## src/poly_a_t_read_trimmer_assert.svh

```systemverilog
// Assertion macros shared by the poly-A/T read trimmer RTL.
`ifndef POLY_A_T_READ_TRIMMER_ASSERT_SVH
`define POLY_A_T_READ_TRIMMER_ASSERT_SVH

// Same-cycle implication, checked out of reset.
`define PAT_ASSERT_IMP(label, ante, cons) \
    label: assert property (@(posedge clk) disable iff (!rst_n) (ante) |-> (cons)) \
        else $error("poly_a_t_read_trimmer: assertion failed");

// Next-cycle implication, checked out of reset.
`define PAT_ASSERT_NXT(label, ante, cons) \
    label: assert property (@(posedge clk) disable iff (!rst_n) (ante) |=> (cons)) \
        else $error("poly_a_t_read_trimmer: assertion failed");

`endif

```

## src/pat_pkg.sv

```systemverilog
// Package: item types, register map and constants of the poly-A/T read trimmer.
package pat_pkg;

    typedef struct packed {
        logic [7:0] base_char;
        logic       last_of_read;
    } pat_in_t;

    typedef struct packed {
        logic signed [10:0] begin_pos;
        logic signed [11:0] end_pos;
        logic               keep_read;
        logic        [10:0] read_length;
        logic        [31:0] total_trimmed;
        logic               too_long;
    } pat_out_t;

    // Per-letter tracker status for the current base
    typedef struct packed {
        logic hit;
        logic found;
        logic over;
    } pat_trk_t;

    localparam int CFG_AW = 4;
    localparam int ADD_W  = 34;

    typedef enum logic [1:0] {
        REG_MIN_TAIL = 2'd0,
        REG_MAX_MISM = 2'd1,
        REG_MIN_KEPT = 2'd2
    } pat_reg_e;

    localparam logic [10:0] MIN_TAIL_RST = 11'd20;
    localparam logic [3:0]  MAX_MISM_RST = 4'd3;
    localparam logic [10:0] MIN_KEPT_RST = 11'd40;

    localparam logic [7:0] LETTER_A = 8'h41;
    localparam logic [7:0] LETTER_T = 8'h54;

endpackage

```

## src/pat_cell.sv

```systemverilog
// Mismatch history cell: one position entry of a letter's shift chain.
module pat_cell #(
    parameter int PW  = 10,
    parameter int CW  = 5,
    parameter int IDX = 0
) (
    input  logic          clk,
    input  logic          shift,
    input  logic [PW-1:0] d,
    input  logic [CW-1:0] sel,
    output logic [PW-1:0] q,
    output logic [PW-1:0] tap
);

    logic [PW-1:0] hist_reg;
    logic [PW-1:0] hist_next;

    assign hist_next = shift ? d : hist_reg;

    always_ff @(posedge clk)
    begin
        hist_reg <= hist_next;
    end

    assign q   = hist_reg;
    assign tap = (sel == CW'(IDX)) ? hist_next : '0;

endmodule

```

## src/pat_track.sv

```systemverilog
// Per-letter tracker: mismatch count and head stop position.
module pat_track import pat_pkg::*; #(
    parameter int          PW     = 10,
    parameter int          CW     = 5,
    parameter int          DEPTH  = 16,
    parameter logic [7:0]  LETTER = LETTER_A
) (
    input  logic          clk,
    input  logic          rst_n,
    input  logic          acc,
    input  logic          upd_en,
    input  logic          clear,
    input  logic [7:0]    base,
    input  logic [PW-1:0] pos,
    input  logic [CW-1:0] m,
    output pat_trk_t      stat,
    output logic [PW-1:0] stop_upd
);

    logic [CW-1:0] count_reg;
    logic [CW-1:0] count_next;
    logic [CW-1:0] count_upd;
    logic          found_reg;
    logic          found_next;
    logic [PW-1:0] stop_reg;
    logic          hit;
    logic          over;
    logic          first_over;

    assign hit        = upd_en && (base != LETTER);
    assign count_upd  = (hit && (count_reg < CW'(DEPTH))) ? count_reg + CW'(1) : count_reg;
    assign over       = count_upd > m;
    assign first_over = hit && !found_reg && over;
    assign stop_upd   = first_over ? pos : stop_reg;

    always_comb
    begin
        count_next = count_reg;
        found_next = found_reg;
        if (acc)
        begin
            count_next = clear ? '0 : count_upd;
            found_next = clear ? 1'b0 : (found_reg || first_over);
        end
    end

    always_ff @(posedge clk or negedge rst_n)
    begin
        if (!rst_n)
        begin
            count_reg <= '0;
            found_reg <= 1'b0;
        end
        else
        begin
            count_reg <= count_next;
            found_reg <= found_next;
        end
    end

    always_ff @(posedge clk)
    begin
        if (acc)
        begin
            stop_reg <= stop_upd;
        end
    end

    assign stat.hit   = hit;
    assign stat.found = found_reg || first_over;
    assign stat.over  = over;

endmodule

```

## src/poly_a_t_read_trimmer.sv

```systemverilog
// Top level of the poly-A/T read trimmer: config port, trackers, history chains, cut pipeline.
//
// Takes one base per clock cycle while base_ready is high, with no gaps
// between reads. Mismatch positions for 'A' and 'T' shift down two chains
// of MAX_ERRORS+1 cells, one step per mismatching base, so the tail cut
// needs no backward walk. Results pass through the snapshot, cut, keep/add
// and total register stages and may follow every cycle while result_ready
// is high; the output register lets the next read stream in while a result
// waits. Bases past MAX_READ_LEN are only counted.
`include "poly_a_t_read_trimmer_assert.svh"

module poly_a_t_read_trimmer import pat_pkg::*; #(
    parameter int MAX_READ_LEN = 1024,
    parameter int MAX_ERRORS   = 15
) (
    input  logic              clk,
    input  logic              rst_n,
    input  logic              base_valid,
    output logic              base_ready,
    input  pat_in_t           base_item,
    output logic              result_valid,
    input  logic              result_ready,
    output pat_out_t          result_item,
    input  logic              psel,
    input  logic              penable,
    input  logic              pwrite,
    input  logic [CFG_AW-1:0] paddr,
    input  logic [31:0]       pwdata,
    output logic [31:0]       prdata,
    output logic              pready
);

    localparam int PW = $clog2(MAX_READ_LEN);
    localparam int LW = $clog2(MAX_READ_LEN + 1);
    localparam int HD = MAX_ERRORS + 1;
    localparam int CW = $clog2(MAX_ERRORS + 2);
    localparam int XW = ((LW > 12) ? LW : 12) + 2;
    localparam logic signed [XW-1:0] ONE_X = 1;

    // Configuration registers
    logic [10:0] min_tail_reg;
    logic [3:0]  max_mism_reg;
    logic [10:0] min_kept_reg;
    pat_reg_e    cfg_idx;
    logic        cfg_wr;

    assign pready  = 1'b1;
    assign cfg_idx = pat_reg_e'(paddr[3:2]);
    assign cfg_wr  = psel && penable && pwrite && pready;

    always_ff @(posedge clk or negedge rst_n)
    begin
        if (!rst_n)
        begin
            min_tail_reg <= MIN_TAIL_RST;
            max_mism_reg <= MAX_MISM_RST;
            min_kept_reg <= MIN_KEPT_RST;
        end
        else if (cfg_wr)
        begin
            unique case (cfg_idx)
                REG_MIN_TAIL: min_tail_reg <= pwdata[10:0];
                REG_MAX_MISM: max_mism_reg <= pwdata[3:0];
                REG_MIN_KEPT: min_kept_reg <= pwdata[10:0];
                default: ;
            endcase
        end
    end

    always_comb
    begin
        unique case (cfg_idx)
            REG_MIN_TAIL: prdata = 32'(min_tail_reg);
            REG_MAX_MISM: prdata = 32'(max_mism_reg);
            REG_MIN_KEPT: prdata = 32'(min_kept_reg);
            default:      prdata = '0;
        endcase
    end

    logic [CW-1:0] m_eff;

    assign m_eff = (int'(max_mism_reg) > MAX_ERRORS) ? CW'(MAX_ERRORS) : CW'(max_mism_reg);

    // Read position and base tally
    logic          acc;
    logic          last;
    logic          upd_en;
    logic [LW-1:0] pos_reg;
    logic [LW-1:0] pos_upd;
    logic [31:0]   bases_reg;
    logic [31:0]   bases_upd;
    logic          ovf_reg;
    logic          ovf_upd;
    logic [PW-1:0] pos_p;

    assign acc       = base_valid && base_ready;
    assign last      = base_item.last_of_read;
    assign upd_en    = !ovf_reg && (pos_reg < LW'(MAX_READ_LEN));
    assign pos_upd   = upd_en ? pos_reg + LW'(1) : pos_reg;
    assign ovf_upd   = ovf_reg || !upd_en;
    assign bases_upd = (bases_reg == 32'hFFFF_FFFF) ? bases_reg : bases_reg + 32'd1;
    assign pos_p     = PW'(pos_reg);

    always_ff @(posedge clk or negedge rst_n)
    begin
        if (!rst_n)
        begin
            pos_reg   <= '0;
            bases_reg <= '0;
            ovf_reg   <= 1'b0;
        end
        else if (acc)
        begin
            pos_reg   <= last ? '0 : pos_upd;
            bases_reg <= last ? '0 : bases_upd;
            ovf_reg   <= last ? 1'b0 : ovf_upd;
        end
    end

    // Letter trackers
    pat_trk_t      stat_a;
    pat_trk_t      stat_t;
    logic [PW-1:0] stop_a;
    logic [PW-1:0] stop_t;

    pat_track #(.PW(PW), .CW(CW), .DEPTH(HD), .LETTER(LETTER_A)) u_track_a (
        .clk      (clk),
        .rst_n    (rst_n),
        .acc      (acc),
        .upd_en   (upd_en),
        .clear    (last),
        .base     (base_item.base_char),
        .pos      (pos_p),
        .m        (m_eff),
        .stat     (stat_a),
        .stop_upd (stop_a)
    );

    pat_track #(.PW(PW), .CW(CW), .DEPTH(HD), .LETTER(LETTER_T)) u_track_t (
        .clk      (clk),
        .rst_n    (rst_n),
        .acc      (acc),
        .upd_en   (upd_en),
        .clear    (last),
        .base     (base_item.base_char),
        .pos      (pos_p),
        .m        (m_eff),
        .stat     (stat_t),
        .stop_upd (stop_t)
    );

    // History chains
    logic [PW-1:0] hist_a [HD];
    logic [PW-1:0] hist_t [HD];
    logic [PW-1:0] tap_a  [HD];
    logic [PW-1:0] tap_t  [HD];

    for (genvar i = 0; i < HD; i++)
    begin : g_chain
        logic [PW-1:0] din_a;
        logic [PW-1:0] din_t;

        if (i == 0)
        begin : g_head
            assign din_a = pos_p;
            assign din_t = pos_p;
        end
        else
        begin : g_link
            assign din_a = hist_a[i-1];
            assign din_t = hist_t[i-1];
        end

        pat_cell #(.PW(PW), .CW(CW), .IDX(i)) u_cell_a (
            .clk   (clk),
            .shift (acc && stat_a.hit),
            .d     (din_a),
            .sel   (m_eff),
            .q     (hist_a[i]),
            .tap   (tap_a[i])
        );

        pat_cell #(.PW(PW), .CW(CW), .IDX(i)) u_cell_t (
            .clk   (clk),
            .shift (acc && stat_t.hit),
            .d     (din_t),
            .sel   (m_eff),
            .q     (hist_t[i]),
            .tap   (tap_t[i])
        );
    end

    logic [PW-1:0] sel_a;
    logic [PW-1:0] sel_t;

    always_comb
    begin
        sel_a = '0;
        sel_t = '0;
        for (int i = 0; i < HD; i++)
        begin
            sel_a = sel_a | tap_a[i];
            sel_t = sel_t | tap_t[i];
        end
    end

    // Pipeline handshake
    logic s1_valid_reg;
    logic s2_valid_reg;
    logic s3_valid_reg;
    logic s1_take;
    logic s2_take;
    logic s3_take;
    logic out_take;
    logic out_load;

    assign out_take   = !result_valid || result_ready;
    assign s3_take    = !s3_valid_reg || out_take;
    assign s2_take    = !s2_valid_reg || s3_take;
    assign s1_take    = !s1_valid_reg || s2_take;
    assign base_ready = s1_take;
    assign out_load   = s3_valid_reg && out_take;

    // Stage 1: end-of-read snapshot
    logic          s1_ovf;
    logic [LW-1:0] s1_len;
    logic [31:0]   s1_bases;
    logic          s1_a_found;
    logic          s1_t_found;
    logic          s1_a_over;
    logic          s1_t_over;
    logic [PW-1:0] s1_a_stop;
    logic [PW-1:0] s1_t_stop;
    logic [PW-1:0] s1_a_tap;
    logic [PW-1:0] s1_t_tap;

    always_ff @(posedge clk)
    begin
        if (s1_take && acc && last)
        begin
            s1_ovf     <= ovf_upd;
            s1_len     <= pos_upd;
            s1_bases   <= bases_upd;
            s1_a_found <= stat_a.found;
            s1_t_found <= stat_t.found;
            s1_a_over  <= stat_a.over;
            s1_t_over  <= stat_t.over;
            s1_a_stop  <= stop_a;
            s1_t_stop  <= stop_t;
            s1_a_tap   <= sel_a;
            s1_t_tap   <= sel_t;
        end
    end

    // Stage 2: head and tail cuts
    logic signed [XW-1:0] len_x;
    logic signed [XW-1:0] tail_x;
    logic signed [XW-1:0] pa;
    logic signed [XW-1:0] pt;
    logic signed [XW-1:0] head_a;
    logic signed [XW-1:0] head_t;
    logic signed [XW-1:0] qa;
    logic signed [XW-1:0] qt;
    logic signed [XW-1:0] rem_a;
    logic signed [XW-1:0] rem_t;
    logic signed [XW-1:0] cut_a;
    logic signed [XW-1:0] cut_t;
    logic signed [XW-1:0] begin_x;
    logic signed [XW-1:0] end_x;

    assign len_x  = signed'(XW'(s1_len));
    assign tail_x = signed'(XW'(min_tail_reg));
    assign pa     = s1_a_found ? signed'(XW'(s1_a_stop)) : len_x;
    assign pt     = s1_t_found ? signed'(XW'(s1_t_stop)) : len_x;
    assign head_a = (pa < tail_x) ? '0 : pa - ONE_X;
    assign head_t = (pt < tail_x) ? '0 : pt - ONE_X;
    assign qa     = s1_a_over ? signed'(XW'(s1_a_tap)) : -ONE_X;
    assign qt     = s1_t_over ? signed'(XW'(s1_t_tap)) : -ONE_X;
    assign rem_a  = len_x - qa - ONE_X;
    assign rem_t  = len_x - qt - ONE_X;
    assign cut_a  = (rem_a < tail_x) ? len_x : qa;
    assign cut_t  = (rem_t < tail_x) ? len_x : qt;

    always_comb
    begin
        if (s1_ovf)
        begin
            begin_x = '0;
            end_x   = '0;
        end
        else
        begin
            begin_x = (head_a == '0) ? head_t : head_a;
            end_x   = (cut_a == len_x) ? cut_t : cut_a;
        end
    end

    logic                 s2_ovf;
    logic [LW-1:0]        s2_len;
    logic [31:0]          s2_bases;
    logic signed [XW-1:0] s2_begin;
    logic signed [XW-1:0] s2_end;

    always_ff @(posedge clk)
    begin
        if (s2_take && s1_valid_reg)
        begin
            s2_ovf   <= s1_ovf;
            s2_len   <= s1_len;
            s2_bases <= s1_bases;
            s2_begin <= begin_x;
            s2_end   <= end_x;
        end
    end

    // Stage 3: keep decision and trimmed count
    logic signed [XW-1:0]    diff_x;
    logic signed [XW-1:0]    len2_x;
    logic signed [XW-1:0]    kept_x;
    logic                    keep;
    logic signed [ADD_W-1:0] add_x;

    assign diff_x = s2_end - s2_begin;
    assign len2_x = signed'(XW'(s2_len));
    assign kept_x = signed'(XW'(min_kept_reg));
    assign keep   = !s2_ovf && (diff_x >= kept_x);

    always_comb
    begin
        if (s2_ovf)
        begin
            add_x = signed'(ADD_W'(s2_bases));
        end
        else if (keep)
        begin
            add_x = ADD_W'(len2_x - diff_x);
        end
        else
        begin
            add_x = ADD_W'(len2_x);
        end
    end

    logic                    s3_ovf;
    logic                    s3_keep;
    logic [LW-1:0]           s3_len;
    logic signed [XW-1:0]    s3_begin;
    logic signed [XW-1:0]    s3_end;
    logic signed [ADD_W-1:0] s3_add;

    always_ff @(posedge clk)
    begin
        if (s3_take && s2_valid_reg)
        begin
            s3_ovf   <= s2_ovf;
            s3_keep  <= keep;
            s3_len   <= s2_len;
            s3_begin <= s2_begin;
            s3_end   <= s2_end;
            s3_add   <= add_x;
        end
    end

    // Output stage: saturating running total
    logic [31:0]             trimmed_total_reg;
    logic [31:0]             total_next;
    logic signed [ADD_W-1:0] sum_x;

    assign sum_x = signed'(ADD_W'(trimmed_total_reg)) + s3_add;

    always_comb
    begin
        if (sum_x[ADD_W-1])
        begin
            total_next = '0;
        end
        else if (sum_x[32])
        begin
            total_next = '1;
        end
        else
        begin
            total_next = sum_x[31:0];
        end
    end

    always_ff @(posedge clk)
    begin
        if (out_load)
        begin
            result_item.begin_pos     <= 11'(s3_begin);
            result_item.end_pos       <= 12'(s3_end);
            result_item.keep_read     <= s3_keep;
            result_item.read_length   <= 11'(s3_len);
            result_item.total_trimmed <= total_next;
            result_item.too_long      <= s3_ovf;
        end
    end

    always_ff @(posedge clk or negedge rst_n)
    begin
        if (!rst_n)
        begin
            s1_valid_reg      <= 1'b0;
            s2_valid_reg      <= 1'b0;
            s3_valid_reg      <= 1'b0;
            result_valid      <= 1'b0;
            trimmed_total_reg <= '0;
        end
        else
        begin
            if (s1_take)
            begin
                s1_valid_reg <= acc && last;
            end
            if (s2_take)
            begin
                s2_valid_reg <= s1_valid_reg;
            end
            if (s3_take)
            begin
                s3_valid_reg <= s2_valid_reg;
            end
            if (out_take)
            begin
                result_valid <= s3_valid_reg;
            end
            if (out_load)
            begin
                trimmed_total_reg <= total_next;
            end
        end
    end

    `PAT_ASSERT_NXT(a_last_snapshot, acc && last, s1_valid_reg)
    `PAT_ASSERT_IMP(a_ovf_at_max, ovf_reg, pos_reg == LW'(MAX_READ_LEN))
    `PAT_ASSERT_NXT(a_out_drains, result_valid && result_ready && !s3_valid_reg, !result_valid)
    `PAT_ASSERT_NXT(a_out_loads, s3_valid_reg && out_take, result_valid)

endmodule
```

## config.mk

```make
export PLATFORM = sky130hd
export DESIGN_NAME = poly_a_t_read_trimmer
export DESIGN_NICKNAME = d
export VERILOG_FILES = /design/src/pat_pkg.sv /design/src/pat_cell.sv /design/src/pat_track.sv /design/src/poly_a_t_read_trimmer.sv
export VERILOG_INCLUDE_DIRS = /design/src /design/src/src
export SDC_FILE = /design/constraint.sdc
export NUM_CORES = 2
export LEC_CHECK = 0
export ABC_AREA = 1
export BUFFER_PORTS_ARGS = -buffer_cell sky130_fd_sc_hd__clkbuf_2
export CAP_MARGIN = 20
export CORE_MARGIN = 8
export CORE_UTILIZATION = 38
export DETAILED_ROUTE_END_ITERATION = 10
export SETUP_SLACK_MARGIN = 0.5
export SLEW_MARGIN = 20
export SYNTH_ARGS = -nofsm -noshare
export SYNTH_HDL_FRONTEND = slang
export SYNTH_SLANG_ARGS = --single-unit
```

## constraint.sdc

```tcl
create_clock -name clk -period 5.9 [get_ports clk]
set_input_delay 0.59 -clock clk [delete_from_list [all_inputs] [get_ports clk]]
set_output_delay 0.59 -clock clk [all_outputs]
set_load 0.03 [all_outputs]
```

# Word-level counts from Yosys, hierarchy flattened

Cells that the tools add are included.

Bits in registers: 755
Latch bits: 0
Bits in writable memories: 0
Bits in read-only memories: 0
Input bits: 52
Logic and storage cells: 289
Memories: 0

Add/subtract/negate cells: 13
Multiply operators: 0
Divide/modulo/power cells: 0
$lt $le $gt $ge: 10
Equal/unequal tests: 21
Shift-type cells: 0
Mux-type cells: 92
Bitwise logic cells: 31
Reduce and logical (&&, ||, !) cells: 44

Operators by type and width:

| cell                                                 | number |
|---|---|
| 2-to-1 mux 10 bit                                    | 66 |
| OR 10 bit                                            | 30 |
| 2-to-1 mux 32 bit                                    | 6 |
| 2-to-1 mux 14 bit                                    | 8 |
| 2-to-1 mux 11 bit                                    | 4 |
| adder 33 x 33 -> 34 bit                              | 1 |
| case mux 11 bit (3 select lines)                     | 1 |
| adder 32 x 1 -> 32 bit (second input constant)       | 1 |
| equality test 32 bit (second input constant)         | 1 |
| equality test 4 bit (second input constant)          | 8 |
| < comparator 14 x 12 -> 1 bit                        | 2 |
| subtractor 12 x 14 -> 14 bit                         | 2 |
| subtractor 14 x 2 -> 14 bit (second input constant)  | 2 |
| subtractor 11 x 1 -> 12 bit (second input constant)  | 2 |
| < comparator 11 bit                                  | 2 |
| logical AND 1 bit                                    | 21 |
| 2-to-1 mux 5 bit                                     | 4 |
| equality test 4 x 3 -> 1 bit (second input constant) | 4 |
| != test 8 x 7 -> 1 bit (second input constant)       | 2 |
| subtractor 12 x 14 -> 15 bit                         | 1 |
| equality test 14 x 12 -> 1 bit                       | 1 |
| >= comparator 14 x 12 -> 1 bit                       | 1 |
| zero test 14 bit                                     | 1 |
| subtractor 14 bit                                    | 1 |
| other kinds (17)                                     | 39 |

# Logic depth before layout (Yosys ltp)

Depth after elaboration: 24
Gate-level depth with buffers: 28
Gate-level depth less buffers: 25

# Hierarchy

Synthesis repeated with hierarchy kept, for this count alone.

Cell total of the unflattened synthesis: 5180
Area, all modules: 40448.8 µm²

By module, submodules not included:

| module                               | times used | cells each | area each (µm²) |
|---|---|---|---|
| poly_a_t_read_trimmer                | 1          | 2427       | 22328.9 |
| pat_cell at g_chain[10].u_cell_a ... | 8          | 66         | 480.5 |
| pat_cell at g_chain[13].u_cell_a ... | 6          | 87         | 501.7 |
| pat_cell at g_chain[1].u_cell_a ...  | 4          | 85         | 508.0 |
| pat_cell at g_chain[11].u_cell_a ... | 4          | 68         | 488.0 |
| pat_cell at g_chain[4].u_cell_a ...  | 4          | 67         | 484.2 |
| pat_track at u_track_a               | 1          | 154        | 1172.4 |
| pat_track at u_track_t               | 1          | 151        | 1127.3 |
| pat_cell at g_chain[3].u_cell_a ...  | 2          | 87         | 513.0 |
| pat_cell at g_chain[0].u_cell_a ...  | 2          | 86         | 511.7 |
| pat_cell at g_chain[12].u_cell_a ... | 2          | 86         | 498.0 |

# Least setup slack after synthesis

Ideal clock, no wire load.

Kind: input to register
Start: input result_ready
End: register s1_a_found, enable pin
Arrival time: 4.867 ns
Required time: 5.359 ns
Setup slack: 0.492 ns
Cell stages on the path: 10
Buffers on the path: 0
Cells stage by stage: nor2_2 > inv_2 > nor2_1 > inv_1 > nor2_1 > inv_2 > nor2_2 > nor2_2 > inv_2 > nor2_1

Cells in the longest elaborated chain, start to end: 7

Ends and longest elaborated chain:

| element                          | RTL line                     | text |
|---|---|---|
| start, declared                  | poly_a_t_read_trimmer.sv:22  | `input logic result_ready,` |
| logical OR 1 bit *               | poly_a_t_read_trimmer.sv:217 | `assign out_take = !result_valid \|\| result_ready;` |
| logical OR 1 bit *               | poly_a_t_read_trimmer.sv:218 | `assign s3_take = !s3_valid_reg \|\| out_take;` |
| logical OR 1 bit *               | poly_a_t_read_trimmer.sv:219 | `assign s2_take = !s2_valid_reg \|\| s3_take;` |
| logical OR 1 bit *               | poly_a_t_read_trimmer.sv:220 | `assign s1_take = !s1_valid_reg \|\| s2_take;` |
| logical AND 1 bit                | poly_a_t_read_trimmer.sv:96  | `assign acc = base_valid && base_ready;` |
| logical AND 1 bit * (2 in a row) | poly_a_t_read_trimmer.sv:239 | `if (s1_take && acc && last)` |
| end signal, assigned             | poly_a_t_read_trimmer.sv:244 | `s1_a_found <= stat_a.found;` |
| end, declared                    | poly_a_t_read_trimmer.sv:228 | `logic s1_a_found;` |

Mark *: on every way between the ends. The rest lies on a longest branch, timed or not.
A chain may end at the register's enable or synchronous reset.

# Worst setup path after layout

Start: register s1_a_over
End: register s2_end[1], data pin

Cells in the longest elaborated chain, start to end: 7

Ends and longest elaborated chain:

| element                        | RTL line                     | text |
|---|---|---|
| start, declared                | poly_a_t_read_trimmer.sv:230 | `logic s1_a_over;` |
| start signal, assigned         | poly_a_t_read_trimmer.sv:246 | `s1_a_over <= stat_a.over;` |
| 2-to-1 mux 14 bit *            | poly_a_t_read_trimmer.sv:277 | `assign qa = s1_a_over ? signed'(XW'(s1_a_tap)) : -ONE_X;` |
| subtractor 12 x 14 -> 14 bit   | poly_a_t_read_trimmer.sv:279 | `assign rem_a = len_x - qa - ONE_X;` |
| subtractor 14 x 2 -> 14 bit    | poly_a_t_read_trimmer.sv:279 |  |
| < comparator 14 x 12 -> 1 bit  | poly_a_t_read_trimmer.sv:281 | `assign cut_a = (rem_a < tail_x) ? len_x : qa;` |
| 2-to-1 mux 14 bit *            | poly_a_t_read_trimmer.sv:281 |  |
| equality test 14 x 12 -> 1 bit | poly_a_t_read_trimmer.sv:294 | `end_x = (cut_a == len_x) ? cut_t : cut_a;` |
| 2-to-1 mux 14 bit *            | poly_a_t_read_trimmer.sv:294 |  |
| end signal, assigned           | poly_a_t_read_trimmer.sv:312 | `s2_end <= end_x;` |
| end, declared                  | poly_a_t_read_trimmer.sv:302 | `logic signed [XW-1:0] s2_end;` |

Marked as above.

==> flow_metrics.tcl <==
set metrics [dict create \
    synth_edf_count 313 \
    worst_slew_pin_slew_ns 1.08 \
    final_cells 5669 \
    h-tree-depth 3 \
    postRouteAntennaNets 0 \
    drc 0 \
    vdd_drop_max_uv 239 \
    vias_per_cell 4.89 \
    synth_cell_types 65 \
    postSynthAreaPerCell_sq_um 8.41 \
    yosys_warnings 0 \
    ff_latch_area_sq_mm 0.0188 \
    finalSetupViolCount 0 \
    grt_usage 0.172 \
    critPathKind "reg2reg" \
    crit_arrival_ns 5.40 \
    cts.reportedPaths.clkPinSlew_ns 0.06 \
    tns_ns 0 \
    cts_buffers 83 \
    ys_ff_latch 751 \
    cellLeakagePower_nw 18.2 \
    grt_pass1_wl_um 144000 \
    synth.largest_area_cell "edfxtp_1" \
    synth_area_leaders "edfxtp_1 26%, dfxtp_1 18%, nand2_1 17%, dfrtp_1 7.8%, ha_1 5.0%" \
    synthArstFlopShare 0.157 \
    clock_sinks 751 \
    syn-cell-area_sq_mm 0.0359 \
    min_path_type "in2reg" \
    cts_tree "built" \
    drt_wl_total_um 91600 \
    synth_most_common_cell "nand2_1" \
    grt_setup_unrepaired "false" \
    die_x_um 323 \
    netlist_instances 4270 \
    status "finished, final reports clean" \
    cts-root-buf "clkbuf_16" \
    rows 112 \
    worstPathRequired_ns 6.30 \
    reg2reg_slack_ns 0.90 \
    post-dp-hpwl_um 63700 \
    crit_path_max_fanout 23 \
    multi_input_area_sq_mm 0.0150 \
    yosysTopAreaCellShare 0.262 \
    fillCellCount 9246 \
    die-area_sq_mm 0.105 \
    power_density_mw_per_mm2 412 \
    layout_min_cycle_time_ns 5.00 \
    end_kind "register" \
    relSlewSlack 0.281 \
    drv_cap 0 \
    dieHeight_um 323 \
    place_inst 5517 \
    fin_crit_sh 0.848 \
    fmaxAchievable_mhz 200 \
    drt-wirelength-per-cell_um 16.2 \
    dr.first_iter.drc_count 1888 \
    coreArea_sq_mm 0.0935 \
    nets 4550 \
    synthFlopType "dfxtp_1" \
    vias 27700 \
    worstSetupStartpointType "register" \
    initial_core_util 0.384 \
    final.setup_skew_ns 0.0256 \
    grt-ovfl-total 0 \
    portBuffers 109 \
    place_congestion 0.894 \
    grt_pass1_vias 26200 \
    antenna_found_initial 3 \
    cts_buffer_depth 3 \
    drt_first_pass_iters 6 \
    hold_viol 0 \
    slew_violations 0 \
    clock_latency_ns 0.65 \
    synth_common_cells "1657 x nand2_1, 367 x inv_1, 320 x dfxtp_1" \
    num_io_pins 155 \
    ys_seq_area_frac 0.523 \
    drive_gt1_frac 0.0807 \
    syn_to_final_growth_pct 12.4 \
    grt_max_degree 156 \
]
-- worst max-delay path, cell delays in order (launching register included) --
cell and delay, ns:
edfxtp_1 0.50, inv_1 0.43, nor2_1 0.18, ha_1 0.26
fa_1 0.41, nand3_1 0.14, a21oi_1 0.09, nor2_1 0.17
nor2_1 0.06, nor2_1 0.11, xor2_1 0.20, ha_1 0.26
inv_1 0.05, nor2_1 0.05, nand3_1 0.08, nand3_2 0.28
nand2_2 0.41, inv_1 0.16, nand3_1 0.10, nand3_1 0.09
nor2_1 0.19, nand2_2 0.28, nor2_1 0.19, nor2_1 0.07
-- layer usage --
metal  vias to the layer above  share of wire  GRT usage
met1                     12900           0.46      0.229
li1                      14200              -          -
met5                         -              0          0
met3                       133          0.042     0.0232
met2                       563           0.47      0.290
met4                         0          0.027     0.0564
-- report_power, final --
part | internal, W | switching [W] | leakage, nW
logic | 0.00159 | 0.00331 | 9.83
clock network | 0.00300 | 0.00212 | 1.30
registers | 0.00625 | 0.000349 | 7.11
-- final cells by class --
type                            count  share of cell area
Inverter                          383              0.0357
Sequential cell                   751               0.465
Clock inverter                     28             0.00893
Antenna cell                        1           0.0000620
Timing Repair Buffer              147              0.0221
Multi-Input combinational cell   2983               0.371
Clock buffer                      122              0.0581
Tap cell                         1254              0.0389
-- logic make-up after synthesis --
family | after synthesis | synth area share
flip-flops | 751 | 0.523
AND/OR/NAND/NOR | 2138 | 0.241
other | 2 | 0.000209
AO/OA/AOI/OAI | 561 | 0.0913
buffers and inverters | 556 | 0.0640
XOR/XNOR | 113 | 0.0278
adder cells (fa/ha/maj) | 149 | 0.0530
-- what timing repair did --
item,4_1_cts,5_1_grt
hold buffers,1,0
setup buffers,0,0
gates resized for setup,0,0
endpoints found under the hold margin,41,0
-- through the flow --
step / setup slack (ns) / hold WS [ns] / util / power, W / instance area (sq um)
6_report: 0.895 / 0.177 / 0.432 / 0.0166 / 40400
5_1_grt: 0.505 / 0.166 / 0.432 / 0.0177 / 40400
4_1_cts: 0.941 / 0.136 / 0.432 / 0.0168 / 40400
3_5_place_dp: 0.993 / 0.405 / 0.403 / 0.0116 / 37600
3_3_place_gp: 1.05 / 0.402 / 0.402 / 0.0115 / 37600
2_1_floorplan: 2.02 / 0.294 / - / 0.0102 / 36000
-- final timing paths --
kind,from,endpoint,cells after the start
max in group asynchronous,rst_n,min_kept_reg[7],3
min in group asynchronous,rst_n,trimmed_total_reg[26],2
worst min register to register,s1_bases[17],s2_bases[17],0
worst max register to register,s1_a_over,s2_end[1],23
worst min-delay path,base_item[0],ovf_reg,2
worst max-delay path,s1_a_over,s2_end[1],23
-- cells in the final DEF (no fill, tap or decap), types with 7 or more instances in the layout --
master     netlist  layout
clkbuf_16        0      84
ha_1           144     144
o21ai_0        204     204
nor2_1         196     190
nor4_1          15      15
nor3_1          31      31
a21oi_1        179     179
o21ai_1         14      14
nand2_1       1657    1657
conb_1           2      22
a211oi_1        12      12
o21ai_2          7       7
a21o_1          11      11
xor2_1          83      82
nand4_1         80      80
dfxtp_1        320     320
a221oi_1        25      25
clkbuf_1        74      28
buf_4           28      34
clkinv_1         3       9
nand3_1         90      90
a31oi_1         12      12
xnor2_1         29      29
clkbuf_8         0      10
nand2_2         11      10
or2_2           19      19
o22ai_1         27      27
inv_2           13      13
nor2_2          10      10
edfxtp_1       313     313
a2111oi_0       10      10
dfrtp_1        112     112
o211ai_1        10      10
clkbuf_2         0     108
o21a_1          10      10
inv_1          367     365
nor2_4           1       7
a22o_1          17      17
Power figures use the tool's default switching activity.
